--- src/design/mi_pkg.sv ---
package mi_pkg;
  localparam int unsigned WidthDefault = 32;

  typedef struct packed {
    logic load;
    logic div_start;
    logic step;
    logic fin_start;
  } mi_cmd_t;

  typedef struct packed {
    logic div_done;
    logic r1_zero;
    logic m_zero;
    logic fin_done;
  } mi_sts_t;
endpackage

--- src/design/mi_divider.sv ---
module mi_divider #(
  parameter int unsigned WIDTH = 32
) (
  input  logic             clk,
  input  logic             rst,
  input  logic             start,
  input  logic [WIDTH-1:0] dividend,
  input  logic [WIDTH-1:0] divisor,
  output logic             done,
  output logic [WIDTH-1:0] quotient,
  output logic [WIDTH-1:0] remainder
);
  localparam int unsigned CntW = $clog2(WIDTH + 1);

  logic [WIDTH-1:0] rem;
  logic [WIDTH-1:0] quo;
  logic [WIDTH-1:0] dsr;
  logic [CntW-1:0]  cnt;
  logic             busy;
  logic [WIDTH:0]   trial;
  logic [WIDTH:0]   shifted;

  assign shifted = {rem, quo[WIDTH-1]};
  assign trial   = shifted - {1'b0, dsr};

  always_ff @(posedge clk) begin
    if (rst) begin
      busy <= 1'b0;
      done <= 1'b0;
      cnt  <= '0;
    end else begin
      done <= 1'b0;
      if (start) begin
        busy <= 1'b1;
        cnt  <= CntW'(WIDTH);
        rem  <= '0;
        quo  <= dividend;
        dsr  <= divisor;
      end else if (busy) begin
        if (!trial[WIDTH]) begin
          rem <= trial[WIDTH-1:0];
          quo <= {quo[WIDTH-2:0], 1'b1};
        end else begin
          rem <= shifted[WIDTH-1:0];
          quo <= {quo[WIDTH-2:0], 1'b0};
        end
        cnt <= cnt - 1'b1;
        if (cnt == CntW'(1)) begin
          busy <= 1'b0;
          done <= 1'b1;
        end
      end
    end
  end

  assign quotient  = quo;
  assign remainder = rem;
endmodule

--- src/design/mi_datapath.sv ---
module mi_datapath #(
  parameter int unsigned WIDTH = 32
) (
  input  logic                clk,
  input  logic                rst,
  input  mi_pkg::mi_cmd_t     cmd,
  output mi_pkg::mi_sts_t     sts,
  input  logic [WIDTH-1:0]    value,
  input  logic [WIDTH-1:0]    modulus,
  output logic [WIDTH-1:0]    inverse,
  output logic                exists,
  output logic [WIDTH-1:0]    common_divisor
);
  import mi_pkg::*;

  logic [WIDTH-1:0] m;
  logic [WIDTH-1:0] r0;
  logic [WIDTH-1:0] r1;
  logic [WIDTH-1:0] u0;
  logic [WIDTH-1:0] u1;
  logic             n0;
  logic             first;
  logic [WIDTH-1:0] dvd;
  logic [WIDTH-1:0] dvs;
  logic             div_done;
  logic [WIDTH-1:0] quo;
  logic [WIDTH-1:0] rem;
  logic [WIDTH-1:0] prod;
  logic [WIDTH-1:0] u2;
  logic             fin_busy;
  logic             fin_done;
  logic [WIDTH-1:0] mag;

  assign dvd = first ? value : r0;
  assign dvs = first ? modulus : r1;
  assign prod = quo * u1;
  assign u2 = u0 + prod;

  mi_divider #(.WIDTH(WIDTH)) u_div (
    .clk(clk), .rst(rst), .start(cmd.div_start), .dividend(dvd), .divisor(dvs),
    .done(div_done), .quotient(quo), .remainder(rem)
  );

  always_ff @(posedge clk) begin
    if (rst) begin
      first    <= 1'b0;
      fin_busy <= 1'b0;
      fin_done <= 1'b0;
    end else begin
      fin_done <= 1'b0;
      if (cmd.load) begin
        m     <= modulus;
        r0    <= modulus;
        r1    <= value;
        u0    <= '0;
        u1    <= {{(WIDTH-1){1'b0}}, 1'b1};
        n0    <= 1'b1;
        first <= 1'b1;
      end else if (cmd.step) begin
        if (first) begin
          r1    <= rem;
          first <= 1'b0;
        end else begin
          r0 <= r1;
          r1 <= rem;
          u0 <= u1;
          u1 <= u2;
          n0 <= ~n0;
        end
      end
      if (cmd.fin_start) begin
        fin_busy <= 1'b1;
      end else if (fin_busy) begin
        fin_busy <= 1'b0;
        fin_done <= 1'b1;
        common_divisor <= (m == '0) ? value : r0;
        exists <= (m != '0) && (r0 == {{(WIDTH-1){1'b0}}, 1'b1});
        if ((m == '0) || (r0 != {{(WIDTH-1){1'b0}}, 1'b1}) || (mag == '0)) begin
          inverse <= '0;
        end else if (n0) begin
          inverse <= m - mag;
        end else begin
          inverse <= mag;
        end
      end
    end
  end

  assign mag = (u0 >= m) ? '0 : u0;

  assign sts.div_done = div_done;
  assign sts.r1_zero  = (r1 == '0);
  assign sts.m_zero   = (m == '0);
  assign sts.fin_done = fin_done;
endmodule

--- src/design/mi_control.sv ---
module mi_control (
  input  logic            clk,
  input  logic            rst,
  input  logic            in_fire,
  input  logic            out_free,
  input  mi_pkg::mi_sts_t sts,
  output mi_pkg::mi_cmd_t cmd,
  output logic            idle,
  output logic            result_ready
);
  import mi_pkg::*;

  typedef enum logic [2:0] {S_IDLE, S_CHECK, S_DIV, S_FIN, S_WAIT} state_t;
  state_t state;

  always_ff @(posedge clk) begin
    if (rst) begin
      state <= S_IDLE;
      cmd <= '0;
      result_ready <= 1'b0;
    end else begin
      cmd <= '0;
      result_ready <= 1'b0;
      unique case (state)
        S_IDLE: if (in_fire) begin
          cmd.load <= 1'b1;
          state <= S_CHECK;
        end
        S_CHECK: if (!cmd.step && !cmd.load) begin
          if (sts.m_zero || sts.r1_zero) begin
            cmd.fin_start <= 1'b1;
            state <= S_FIN;
          end else begin
            cmd.div_start <= 1'b1;
            state <= S_DIV;
          end
        end
        S_DIV: if (sts.div_done) begin
          cmd.step <= 1'b1;
          state <= S_CHECK;
        end
        S_FIN: if (sts.fin_done) begin
          state <= S_WAIT;
        end
        S_WAIT: if (out_free) begin
          result_ready <= 1'b1;
          state <= S_IDLE;
        end
        default: state <= S_IDLE;
      endcase
    end
  end

  assign idle = (state == S_IDLE);
endmodule

--- src/design/modular_inverse.sv ---
// Modular inverse by the extended Euclidean algorithm: each item takes value and modulus
// and returns the gcd, an exists flag and the inverse in 0..modulus-1. One item is in
// work at a time, and its run time is set by the bit-serial divider (one quotient bit per
// cycle) shared by every Euclid step. The result sits in an output register, and the
// next item is accepted once the result has been moved into it.
module modular_inverse #(
  parameter int unsigned WIDTH = mi_pkg::WidthDefault
) (
  input  logic                  clk,
  input  logic                  rst,
  input  logic                  s_tvalid,
  output logic                  s_tready,
  input  logic [2*WIDTH-1:0]    s_tdata,  // value, modulus
  output logic                  m_tvalid,
  input  logic                  m_tready,
  output logic [2*WIDTH+7:0]    m_tdata   // inverse, exists, common_divisor, zero fill
);
  import mi_pkg::*;

  mi_cmd_t cmd;
  mi_sts_t sts;
  logic idle;
  logic result_ready;
  logic [WIDTH-1:0] value;
  logic [WIDTH-1:0] modulus;
  logic [WIDTH-1:0] inverse;
  logic exists;
  logic [WIDTH-1:0] common_divisor;
  logic in_fire;

  assign s_tready = idle;
  assign in_fire  = s_tvalid && s_tready;

  always_ff @(posedge clk) begin
    if (in_fire) begin
      value   <= s_tdata[WIDTH-1:0];
      modulus <= s_tdata[2*WIDTH-1:WIDTH];
    end
  end

  mi_datapath #(.WIDTH(WIDTH)) u_dp (
    .clk(clk), .rst(rst), .cmd(cmd), .sts(sts), .value(value), .modulus(modulus),
    .inverse(inverse), .exists(exists), .common_divisor(common_divisor)
  );

  mi_control u_ctl (
    .clk(clk), .rst(rst), .in_fire(in_fire), .out_free(!m_tvalid || m_tready),
    .sts(sts), .cmd(cmd), .idle(idle), .result_ready(result_ready)
  );

  always_ff @(posedge clk) begin
    if (rst) begin
      m_tvalid <= 1'b0;
    end else begin
      if (result_ready) begin
        m_tvalid <= 1'b1;
        m_tdata  <= {7'b0, common_divisor, exists, inverse};
      end else if (m_tready) begin
        m_tvalid <= 1'b0;
      end
    end
  end

  a_busy_no_take: assert property (@(posedge clk) disable iff (rst)
    !idle |-> !s_tready) else $error("item taken while busy");
  a_exists_gcd: assert property (@(posedge clk) disable iff (rst)
    (m_tvalid && m_tdata[WIDTH]) |-> (m_tdata[2*WIDTH:WIDTH+1] == WIDTH'(1)))
    else $error("exists without unit gcd");
  a_inv_zero: assert property (@(posedge clk) disable iff (rst)
    (m_tvalid && !m_tdata[WIDTH]) |-> (m_tdata[WIDTH-1:0] == '0))
    else $error("inverse without existence");
endmodule

--- config.mk ---
export PLATFORM = sky130hd
export DESIGN_NAME = modular_inverse
export DESIGN_NICKNAME = d
export VERILOG_FILES = /design/src/design/mi_pkg.sv /design/src/design/mi_divider.sv /design/src/design/mi_datapath.sv /design/src/design/mi_control.sv /design/src/design/modular_inverse.sv
export SDC_FILE = /design/constraint.sdc
export NUM_CORES = 2
export LEC_CHECK = 0
export CORE_AREA = 5 5 223 268
export DETAILED_ROUTE_END_ITERATION = 8
export DIE_AREA = 0 0 228 273
export DONT_BUFFER_PORTS = 1
export GPL_ROUTABILITY_DRIVEN = 1
export PLACE_DENSITY = 0.86
export SLEW_MARGIN = 20
export SYNTH_ARGS = -nofsm -noshare
export SYNTH_HDL_FRONTEND = slang
export SYNTH_HIERARCHICAL = 1
export SYNTH_SLANG_ARGS = --single-unit
--- constraint.sdc ---
create_clock -name clk -period 22 [get_ports clk]
set_input_delay 4.4 -clock clk [delete_from_list [all_inputs] [get_ports clk]]
set_output_delay 4.4 -clock clk [all_outputs]
set_load 0.02 [all_outputs]
==> run summary <==
outcome - finished clean
Total Routed Length - 102 mm
GRT met3 Usage - 6.58%
final worst slack - 13.88 ns
share of synthesized registers carrying an async set or reset - 0%
Fill cells - 3720
pin count of the biggest net entering global routing - 68
Final Util - 73.0%
Slew @ Worst Pin - 1.16 ns
synthesis-stage register bit count - 471
Ports - 142
GRT overflow - 0
Synth Flop Type - edfxtp_1
critical setup path kind - register to register
worst-case reg-to-reg path depth - 25
vias in the first global route - 27.8k
share of post-route cells with drive strength above 1 - 10.0%
mapped cell area - 39300 um^2
part of the Yosys area used for sequential elements - 35.5%
root buf cell - clkbuf_16
Final Hold Violating Endpoints - 0
Initial Util - 69.1%
critical path arrival - 8.44 ns
synth warn - 6
final setup TNS - 0 ns
Mapped Cells - 3531
Reg clk slew, reported paths - 0.07 ns
DP HPWL - 74.7 mm
met2 usage - 55.0%
Num CTS Buffers - 47
global-route wire length before repair - 158 mm
I/O Buffers - 0
clk_lat worst skew - 0.62 ns
Min-Delay Path Class - register to register
Critical Path RT - 22.31 ns
Avg Inst Size Synth - 11.1 um^2
antenna viol nets, final - 0
# rows - 96
TritonCTS clock tree - built
hold depth - 0
PostCTS Resize Cnt - 0
MaxCap Viol Count - 0
first-pass iteration count of the detailed router - 7
GPL Wtd Cong - 0.938
Post-CTS Setup Repair Bufs - 0
Final min period - 8.12 ns
die width - 228 um
Post-synth EDFFs - 451
r2r setup slk - 13.88 ns
WL/cell - 24.1 um
Num Clock Sinks - 471
Die Y - 273 um
type of origin of the critical path - register
DRC Markers - 0
H-tree depth - 2
crit path max fanout - 32
Slew Viols, Final - 0
crit end category - register
met1 GRT Util - 40.0%
synth unique cells - 87
clk buf depth - 3
antenna violations before repair - 3
core area - 56800 um^2
DP Worst Slack - 14.00 ns
RSZ-0062 raised after global routing - no
setup violators final - 0
# hold bufs at CTS - 0
area delta synth->final - 5.63%
clk_skew - 0.0496 ns
relative slew slack - 22.9%
gr usage total - 33.0%
Top Usage Layer GRT - met2
Final Cycle Share - 36.9%
vias per inst - 6.26
nets@finish - 4195
Antenna Cells - 0
DR vias - 26.5k
initial detailed-routing violation count - 2738
top achievable clock speed - 123 MHz
full die area - 62200 um^2
## cell usage after synthesis, drive strengths merged (3+ instances only)
master,count,area (um^2)
xnor2,89,787
a2111oi,3,32.5
and4,5,43.8
mux2,200,2250
o2111ai,5,43.8
a31oi,11,68.8
o21ai,64,320
nand4,21,131
o21bai,3,22.5
o211ai,13,97.6
nand3,26,130
clkbuf,120,452
a21o,43,323
nor2b,51,327
edfxtp,451,13500
o21a,22,165
nand3b,3,22.5
or3,8,50.1
a21boi,5,37.5
a211o,5,43.8
and3,9,56.3
o31ai,8,70.1
nor2,124,465
xor2,50,445
a31o,5,43.8
a21oi,96,499
fa,440,8810
dfxtp,20,400
nand2b,15,104
and2,301,1880
nand2,325,1220
nor4,36,225
mux2i,30,300
a32oi,5,51.3
or2,5,31.3
a211oi,19,168
inv,582,2180
nor3,20,100
nor3b,4,30.0
ha,221,2770
o21ba,3,30.0
buf,33,194
## layout by cell type (no fill, tap or decap), types with 7 or more instances in the layout
cell type / netlist / layout
edfxtp_1: 451 / 451
nand2_1: 325 / 325
and2_1: 301 / 300
buf_4: 10 / 33
or3_1: 8 / 8
conb_1: 1 / 7
nor4_1: 36 / 36
nor3_1: 20 / 20
xor2_1: 49 / 49
nand2b_1: 13 / 13
o21ai_0: 55 / 55
a21oi_1: 93 / 92
a21o_1: 43 / 43
mux2i_1: 30 / 30
xnor2_1: 88 / 88
clkbuf_1: 119 / 8
nand3_1: 26 / 26
and3_1: 9 / 9
fa_1: 440 / 440
o21a_1: 22 / 22
nor2b_1: 50 / 50
mux2_2: 200 / 200
a31oi_1: 11 / 11
a211oi_1: 14 / 13
clkinv_2: 0 / 7
o211ai_1: 13 / 13
nand4_1: 21 / 21
nor2_1: 124 / 119
clkinv_1: 0 / 7
clkbuf_16: 0 / 47
ha_1: 221 / 221
o21ai_1: 9 / 9
inv_1: 582 / 582
dfxtp_1: 20 / 17
## through the flow
step / std cells / hold slack (ns) / cell area [um^2]
2_1_floorplan: 3537 / 0.400 / 39300
3_3_place_gp: 4152 / 0.402 / 39900
3_5_place_dp: 4152 / 0.405 / 39900
4_1_cts: 4240 / 0.416 / 41500
5_1_grt: 4240 / 0.420 / 41500
6_report: 4240 / 0.415 / 41500
## cell type report
cell class              count  area [um^2]  share of cell area (%)
clock buffers              55         1210                    2.91
clock inverters            33          392                   0.944
inverters                 582         2180                    5.27
multi-input cells        2331        22600                    54.4
flip-flops and latches    471        13900                    33.6
well taps                 735          920                    2.22
repair buffers             33          248                   0.597
## registers in the layout, indices dropped and copies added, names as in the netlist, 4 cells and up
name                  count
u_dp/u0                  32
u_dp/u_div/remainder     32
m_tdata                  65
u_dp/inverse             32
u_dp/u1                  32
u_dp/common_divisor      32
u_dp/m                   32
value                    32
u_dp/r1                  32
u_dp/u_div/dsr           32
u_dp/r0                  32
u_dp/u_div/cnt            6
u_dp/u_div/quotient      32
u_ctl/cmd                 4
modulus                  32
## worst max-delay path: stages, from the launching register on
cell	delay (ns)
edfxtp_1	1.12
and2_1	0.26
fa_1	0.45
fa_1	0.53
fa_1	0.52
inv_1	0.07
fa_1	0.53
inv_1	0.05
fa_1	0.51
inv_1	0.06
fa_1	0.53
inv_1	0.05
fa_1	0.47
inv_1	0.06
fa_1	0.49
inv_1	0.05
ha_1	0.35
a21o_1	0.20
a21o_1	0.17
a21oi_1	0.20
o211ai_1	0.10
a311oi_1	0.39
nor2_1	0.20
a31oi_1	0.24
xor2_1	0.17
nor2_1	0.05
## cell families (layout without fill, tap and decap cells)
logic type,Yosys count,after routing,synth area share (%)
AO/OA/AOI/OAI,336,336,5.80
AND/OR/NAND/NOR,958,958,12.4
other,1,7,0.00955
buffers and inverters,735,703,7.21
adder cells (fa/ha/maj),661,661,29.5
multiplexers,230,230,6.50
XOR/XNOR,139,139,3.14
flip-flops,471,471,35.5
## worst paths after layout
path | start | endpoint
worst max-delay path | u_dp/u1[1]$_SDFFCE_PP0P_ | u_dp/u1[29]$_SDFFCE_PP0P_
worst min-delay path | u_dp/common_divisor[16]$_DFFE_PP_ | m_tdata[49]$_DFFE_PP_
worst max register to register | u_dp/u1[1]$_SDFFCE_PP0P_ | u_dp/u1[29]$_SDFFCE_PP0P_
worst min register to register | u_dp/common_divisor[16]$_DFFE_PP_ | m_tdata[49]$_DFFE_PP_
## metal layers
metal  up-vias  wire [um]
met5         -         26
met4         4       7860
met3       437       9610
met2      1483      49500
met1     13200      35300
li1      11400          -
Power is left out: the tool's default activity adds up to more than one toggle a clock period on the data nets, which glitch-free logic cannot reach.
